**src/hw/rtl/cdq_pkg.sv**
```systemverilog
// cdq_pkg: shared types, constants and helpers for the circular deque unit
// no dependencies; imported by cdq_cell, cdq_chain, circular_deque_unit and tb_top
package cdq_pkg;

  localparam int DATA_W        = 32;
  localparam int LIMIT_W       = 5;
  localparam int DEPTH_DEFAULT = 16;
  localparam int LIMIT_RESET   = 16;

  typedef enum logic [2:0] {
    CMD_PUSH_FRONT = 3'd0,
    CMD_PUSH_REAR  = 3'd1,
    CMD_POP_FRONT  = 3'd2,
    CMD_POP_REAR   = 3'd3,
    CMD_PROBE      = 3'd4
  } cmd_t;

  // per-cycle control broadcast to every cell of the chain
  typedef struct packed {
    logic              clear;      // drop all entries
    logic              shift_r;    // move every word one cell toward the rear
    logic              shift_l;    // move every word one cell toward the front
    logic              push_rear;  // first empty cell takes the word
    logic              pop_rear;   // last occupied cell lets go
    logic [DATA_W-1:0] word;
  } cdq_ctl_t;

  // clamp the programmed limit into 1..depth
  function automatic int eff_limit(input logic [LIMIT_W-1:0] lim, input int depth);
    int l;
    l = int'(lim);
    if (l == 0) l = 1;
    if (l > depth) l = depth;
    return l;
  endfunction

endpackage

```
**src/hw/rtl/cdq_cell.sv**
```systemverilog
// cdq_cell: one slot of the deque chain, holds an occupied flag and a word
// depends on cdq_pkg
module cdq_cell (
  input  logic                     clk,
  input  logic                     rst_n,
  input  cdq_pkg::cdq_ctl_t        ctl,
  input  logic                     left_v,
  input  logic [cdq_pkg::DATA_W-1:0] left_d,
  input  logic                     right_v,
  input  logic [cdq_pkg::DATA_W-1:0] right_d,
  output logic                     v,
  output logic [cdq_pkg::DATA_W-1:0] d,
  output logic                     is_rear
);
  import cdq_pkg::*;

  logic              v_r, v_nxt;
  logic [DATA_W-1:0] d_r, d_nxt;

  always_comb begin
    v_nxt = v_r;
    d_nxt = d_r;
    if (ctl.clear) begin
      v_nxt = 1'b0;
    end else if (ctl.shift_r) begin
      v_nxt = left_v;
      d_nxt = left_d;
    end else if (ctl.shift_l) begin
      v_nxt = right_v;
      d_nxt = right_d;
    end else if (ctl.push_rear && !v_r && left_v) begin
      v_nxt = 1'b1;
      d_nxt = ctl.word;
    end else if (ctl.pop_rear && v_r && !right_v) begin
      v_nxt = 1'b0;
    end
  end

  always_ff @(posedge clk) begin
    if (!rst_n) begin
      v_r <= 1'b0;
    end else begin
      v_r <= v_nxt;
    end
  end

  // data needs no reset, empty cells are never shown
  always_ff @(posedge clk) begin
    d_r <= d_nxt;
  end

  assign v       = v_r;
  assign d       = d_r;
  assign is_rear = v_r & ~right_v;

endmodule

```
**src/hw/rtl/cdq_chain.sv**
```systemverilog
// cdq_chain: row of cdq_cell slots, front at cell 0, plus rear word select
// depends on cdq_pkg and cdq_cell
module cdq_chain #(
  parameter int DEPTH = cdq_pkg::DEPTH_DEFAULT
) (
  input  logic                       clk,
  input  logic                       rst_n,
  input  cdq_pkg::cdq_ctl_t          ctl,
  output logic                       front_v,
  output logic [cdq_pkg::DATA_W-1:0] front_d,
  output logic [cdq_pkg::DATA_W-1:0] rear_d
);
  import cdq_pkg::*;

  logic [DEPTH-1:0]  v;
  logic [DEPTH-1:0]  rear_sel;
  logic [DATA_W-1:0] d [DEPTH];
  logic [DEPTH-1:0]  rv;
  logic [DATA_W-1:0] rd [DEPTH];
  logic [DATA_W-1:0] lv_d [DEPTH];
  logic [DEPTH-1:0]  lv;

  // neighbor wiring: cell 0 sees the incoming word as an occupied left neighbor
  always_comb begin
    for (int i = 0; i < DEPTH; i++) begin
      if (i == 0) begin
        lv[i]   = 1'b1;
        lv_d[i] = ctl.word;
      end else begin
        lv[i]   = v[i-1];
        lv_d[i] = d[i-1];
      end
      if (i == DEPTH - 1) begin
        rv[i] = 1'b0;
        rd[i] = '0;
      end else begin
        rv[i] = v[i+1];
        rd[i] = d[i+1];
      end
    end
  end

  for (genvar g = 0; g < DEPTH; g++) begin : g_cell
    cdq_cell u_cell (
      .clk     (clk),
      .rst_n   (rst_n),
      .ctl     (ctl),
      .left_v  (lv[g]),
      .left_d  (lv_d[g]),
      .right_v (rv[g]),
      .right_d (rd[g]),
      .v       (v[g]),
      .d       (d[g]),
      .is_rear (rear_sel[g])
    );
  end

  // exactly one cell flags itself as rear when anything is held
  always_comb begin
    rear_d = '0;
    for (int i = 0; i < DEPTH; i++) begin
      rear_d = rear_d | (rear_sel[i] ? d[i] : '0);
    end
  end

  assign front_v = v[0];
  assign front_d = d[0];

endmodule

```
**src/hw/rtl/circular_deque_unit.sv**
```systemverilog
// circular_deque_unit: top level of the double-ended queue of 32-bit words
// depends on cdq_pkg and cdq_chain (which uses cdq_cell)
//
//   channel   ports                            handshake
//   -------   -------------------------------  ---------------------------------
//   command   start, busy, in_command, in_value  taken when start & !busy
//   result    out_valid, out_ok, out_*_value,    one-cycle strobe, no backpressure
//             out_is_empty, out_is_full
//   config    cfg_valid, cfg_ready,              written when cfg_valid & cfg_ready
//             cfg_size_limit
//
// a command is taken every cycle; its result word shows on the cycle after.
// the words are held in the cell registers of the chain: every
// command updates all cells at once, so busy stays low.
// synchronous active-low reset empties the deque and sets the limit to 16
// (clamped to DEPTH); a config write also empties the deque and drops a command taken with it.
// the receiver cannot stall: a result is shown for exactly one cycle.
module circular_deque_unit #(
  parameter int DEPTH = cdq_pkg::DEPTH_DEFAULT
) (
  input  logic                        clk,
  input  logic                        rst_n,
  // command channel
  input  logic                        start,
  output logic                        busy,
  input  logic [2:0]                  in_command,
  input  logic signed [cdq_pkg::DATA_W-1:0] in_value,
  // result channel
  output logic                        out_valid,
  output logic                        out_ok,
  output logic signed [cdq_pkg::DATA_W-1:0] out_front_value,
  output logic signed [cdq_pkg::DATA_W-1:0] out_rear_value,
  output logic                        out_is_empty,
  output logic                        out_is_full,
  // configuration channel
  input  logic                        cfg_valid,
  output logic                        cfg_ready,
  input  logic [cdq_pkg::LIMIT_W-1:0] cfg_size_limit
);
  import cdq_pkg::*;

  localparam int CW = $clog2(DEPTH + 1);

  logic          accept;
  logic          cfg_wr;
  cmd_t          cmd;
  cdq_ctl_t      ctl;

  // occupancy and the clamped limit, both in entries
  logic [CW-1:0] count_r, count_nxt;
  logic [CW-1:0] lim_r, lim_nxt;
  logic          full_now;
  logic          empty_now;
  logic          ok_nxt;

  logic          out_valid_r;
  logic          out_ok_r;

  logic              front_v;
  logic [DATA_W-1:0] front_d;
  logic [DATA_W-1:0] rear_d;

  // every command retires in the edge that takes it
  assign busy      = 1'b0;
  assign cfg_ready = 1'b1;
  assign accept    = start & ~busy;
  assign cfg_wr    = cfg_valid & cfg_ready;
  assign cmd       = cmd_t'(in_command);

  assign empty_now = (count_r == '0);
  assign full_now  = (count_r == lim_r);

  // decode the command into chain control, refusing pushes when full and pops when empty
  always_comb begin
    ctl           = '0;
    ctl.word      = in_value;
    ctl.clear     = cfg_wr;
    count_nxt     = count_r;
    ok_nxt        = 1'b0;
    lim_nxt       = lim_r;
    if (cfg_wr) begin
      count_nxt = '0;
      lim_nxt   = CW'(eff_limit(cfg_size_limit, DEPTH));
    end else if (accept) begin
      case (cmd)
        CMD_PUSH_FRONT: begin
          if (!full_now) begin
            ctl.shift_r = 1'b1;
            count_nxt   = count_r + 1'b1;
            ok_nxt      = 1'b1;
          end
        end
        CMD_PUSH_REAR: begin
          if (!full_now) begin
            ctl.push_rear = 1'b1;
            count_nxt     = count_r + 1'b1;
            ok_nxt        = 1'b1;
          end
        end
        CMD_POP_FRONT: begin
          if (!empty_now) begin
            ctl.shift_l = 1'b1;
            count_nxt   = count_r - 1'b1;
            ok_nxt      = 1'b1;
          end
        end
        CMD_POP_REAR: begin
          if (!empty_now) begin
            ctl.pop_rear = 1'b1;
            count_nxt    = count_r - 1'b1;
            ok_nxt       = 1'b1;
          end
        end
        CMD_PROBE: begin
          ok_nxt = 1'b1;
        end
        default: begin
          // unknown command: no change, refused
          ok_nxt = 1'b0;
        end
      endcase
    end
  end

  always_ff @(posedge clk) begin
    if (!rst_n) begin
      count_r     <= '0;
      lim_r       <= CW'(eff_limit(LIMIT_W'(LIMIT_RESET), DEPTH));
      out_valid_r <= 1'b0;
      out_ok_r    <= 1'b0;
    end else begin
      count_r     <= count_nxt;
      lim_r       <= lim_nxt;
      out_valid_r <= accept & ~cfg_wr;
      out_ok_r    <= ok_nxt;
    end
  end

  cdq_chain #(
    .DEPTH (DEPTH)
  ) u_chain (
    .clk     (clk),
    .rst_n   (rst_n),
    .ctl     (ctl),
    .front_v (front_v),
    .front_d (front_d),
    .rear_d  (rear_d)
  );

  // status is read from the chain and the count register after the command has landed
  assign out_valid       = out_valid_r;
  assign out_ok          = out_ok_r;
  assign out_is_empty    = ~front_v;
  assign out_is_full     = full_now;
  assign out_front_value = front_v ? signed'(front_d) : '1;
  assign out_rear_value  = front_v ? signed'(rear_d) : '1;

endmodule

```
**config.mk**
```make
export PLATFORM = sky130hd
export DESIGN_NAME = circular_deque_unit
export DESIGN_NICKNAME = d
export VERILOG_FILES = /design/src/hw/rtl/cdq_pkg.sv /design/src/hw/rtl/cdq_cell.sv /design/src/hw/rtl/cdq_chain.sv /design/src/hw/rtl/circular_deque_unit.sv
export SDC_FILE = /design/constraint.sdc
export NUM_CORES = 1
export LEC_CHECK = 0
export ABC_AREA = 0
export BUFFER_PORTS_ARGS = -buffer_cell sky130_fd_sc_hd__buf_2
export CAP_MARGIN = 20
export CORE_MARGIN = 2
export CORE_UTILIZATION = 42
export DETAILED_ROUTE_END_ITERATION = 12
export HOLD_SLACK_MARGIN = 0.1
export SYNTH_ARGS = -nofsm -noshare
export SYNTH_HDL_FRONTEND = slang
export SYNTH_HIERARCHICAL = 1
export SYNTH_SLANG_ARGS = --single-unit
```
**constraint.sdc**
```tcl
create_clock -name clk -period 7.9 [get_ports clk]
set_clock_uncertainty 0.2 [all_clocks]
set_input_delay 0.79 -clock clk [delete_from_list [all_inputs] [get_ports clk]]
set_output_delay 0.79 -clock clk [all_outputs]
set_load 0.02 [all_outputs]
```
==> qor.yml <==
outcome:
  outcome: "finished, final reports clean"
yosys:
  synth_top_family_by_area: "compound AO/OA/AOI/OAI gates"
  synth_seq_cells: 540
  yosys.area_share.simple_pct: 9.34
  synth.avg_cell_area_sq_um: 11.0
  synthTopCellsByArea: "edfxtp_1 (48%), mux2i_1 (17%), o21ai_0 (8.3%), nand2_1 (6.1%), a221oi_1 (3.5%)"
  synth.most_common_cell: "mux2i_1"
  yosysTopAreaCell: "edfxtp_1"
  synth_top_area_share_pct: 48.2
  synth-seq-area-share_pct: 50.0
  synth_compound_area_share_pct: 16.9
  synth_cell_types: 44
  synth_edf_count: 512
  synthAdderAreaFrac_pct: 0.220
  synthCells: 2905
  synth_commonest_cells: "mux2i_1 (532), o21ai_0 (529), nand2_1 (521), edfxtp_1 (512)"
  async_flop_share_pct: 0
  synthMuxAreaShare_pct: 16.7
  ys.flop_type: "edfxtp_1"
  syn-cell-area_sq_um: 31900
  ys_warn_count: 6
  yosys.area_share.xor_xnor_pct: 0.243
hold_path:
  whs_path_depth: 3
  holdCritPathClass: "input pin to flip-flop"
  whs_endpoint: "lim_r[4]"
  hp-start: "cfg_size_limit[4]"
setup_path:
  rr_startpoint: "count_r[0]"
  arrival_ps: 4050
  path_max_fanout: 69
  regToRegEndpoint: "u_chain/g_cell[8].u_cell/d[13]"
  rr_worst_depth: 9
  cp.required_ps: 6910
  crit_type: "flip-flop to output port"
  critPathCaptureType: "output port"
  startpoint_type: "flip-flop"
  reg2reg_slack_ps: 3610
clocking:
  htreeDepth: 2
  insertion_delay_ps: 630
  postCtsHoldBufs: 0
  cts.sinks: 540
  cts_setup_buffers: 0
  cts_made_buffers: 59
  ctsResizeCount: 0
  cts.clk_slew.worst_paths_ps: 60
  cts_root_buffer: "clkbuf_16"
  clk_path_buf_depth: 3
  cts_tree: "done"
sta:
  fmax_ghz: 0.198
  fin_tns_setup_ps: 0
  setup_viol: 0
  maxSlewHeadroom_pct: 23.3
  maxSlewViolCount: 0
  fin_crit_ps: 5040
  hold_viol: 0
  rsz0062_at_grt: "false"
  worst_pin_slew_ps: 1150
  period_share_pct: 63.8
route:
  drc_errors: 0
  dr.pass1.iters: 5
  ant_nets: 0
  routedWlPerCell_microns: 25.4
  vias: 24100
  totalWireLength_mm: 100
  drt_iter0_drc: 3231
  avgViaCountPerCell: 6.11
power:
  pwr-share-seq_pct: 52.0
  p_comb_share_pct: 6.1
  clockPowerShare_pct: 41.9
  p_leak_nw: 9.42
  p_switching_mw: 1.43
  power.density_nw_per_um2: 179
  vdd_drop_max_mv: 0.161
  p_int_mw: 4.72
  power_mw: 6.15
  p_sw_share_pct: 23.3
die:
  die_h_microns: 280
  placementRows: 101
  die-area_sq_um: 78100
  core-area_sq_um: 75600
  num_io_pins: 114
  die_w_microns: 280
  start_util_pct: 42.2
finish:
  drive_gt1_share_pct: 10.4
  nNetsFinal: 2976
  area_growth_pct: 7.79
global_routing:
  grt_first_pass_wirelength_mm: 148
  track_usage_pct: 24.9
  grt_pass1_vias: 23100
  gr-total-overflow: 0
  grt_max_degree: 238
  antenna_found_initial: 5
placement:
  dpl.hpwl_mm: 54.7
  gp_congestion: 0.813
  numPortBuffers: 111
job:
  maxCapViolCount: 0
through the flow:
step           util, %  setup WS (ps)  area (sq um)  hold WS [ps]  instances
6_report          45.5           2860         34400           278       3952
5_1_grt           45.5           2790         34400           269       3952
4_1_cts           45.4           2840         34300           238       3950
3_5_place_dp      43.1           2860         32600           305       3843
3_3_place_gp      43.1           2950         32600           283       3842
2_1_floorplan        -           2500         32000           262       2940
power by group through the flow:
stage / Sequential (mW) / Combinational (mW) / Clock, mW
2_1_floorplan: 3.25 / 0.242 / 0
3_3_place_gp: 3.26 / 0.352 / 0
3_5_place_dp: 3.26 / 0.368 / 0
4_1_cts: 3.20 / 0.368 / 2.62
5_1_grt: 3.20 / 0.413 / 2.73
6_report: 3.20 / 0.372 / 2.58
sequential cells by signal, summed over array words and instances (netlist names):
| signal | count |
|---|---|
| count_r | 5 |
| out_ok | 1 |
| u_chain/g_cell.u_cell/v | 16 |
| lim_r | 5 |
| out_valid | 1 |
| u_chain/g_cell.u_cell/d | 512 |
worst max-delay path, stage by stage (launching register included):
cell and delay (ps):
dfxtp_4 1080, inv_1 220, nor2_4 720, buf_4 510
a22o_1 220, a221oi_1 50, nand4_1 160, nand2b_1 230
buf_2 220
worst max-delay path by stage:
stage	from	endpoint	slack, ps	cells past startpoint
final	u_chain/g_cell[0].u_cell/v	out_rear_value[24]	2860	8
after global routing	u_chain/g_cell[0].u_cell/v	out_rear_value[24]	2790	8
after CTS	u_chain/g_cell[0].u_cell/v	out_rear_value[24]	2840	8
after detailed placement	cfg_valid	u_chain/g_cell[10].u_cell/d[1]	2860	9
after global placement	cfg_valid	u_chain/g_cell[0].u_cell/d[9]	2950	9
after floorplan	in_command[1]	u_chain/g_cell[0].u_cell/d[0]	2500	6
kinds of logic after synthesis:
group,after synthesis
multiplexers,532
other,4
buffers and inverters,291
AO/OA/AOI/OAI,830
adder cells (fa/ha/maj),5
AND/OR/NAND/NOR,695
flip-flops,540
XOR/XNOR,8
layer usage:
metal	vias to the layer above	track usage (%)	wire, microns	part of all wire, %
li1	10900	-	-	-
met1	11900	34.2	41400	41
met2	1090	39.7	46400	46
met3	195	3.40	8230	8.2
met4	4	9.90	4130	4.1
met5	-	0	26	0.026
placed cells by master, fill, tap and decap left out, types with 43 or more instances in the layout:
cell         n
a221oi_1   126
a22o_1     126
buf_2      111
buf_4       43
clkbuf_16   60
edfxtp_1   512
inv_1       56
mux2i_1    532
nand2_1    521
nand2b_1    67
o21ai_0    529
area by class of cell:
class / count / area (sq um)
Fill cell: 6948 / 41200
Sequential cell: 540 / 15900
Multi-Input combinational cell: 2109 / 14200
Clock buffer: 73 / 1550
Tap cell: 978 / 1220
Timing Repair Buffer: 161 / 1020
Inverter: 56 / 210
Clock inverter: 34 / 189
Antenna cell: 1 / 2.50
Power figures use the tool's default switching activity.
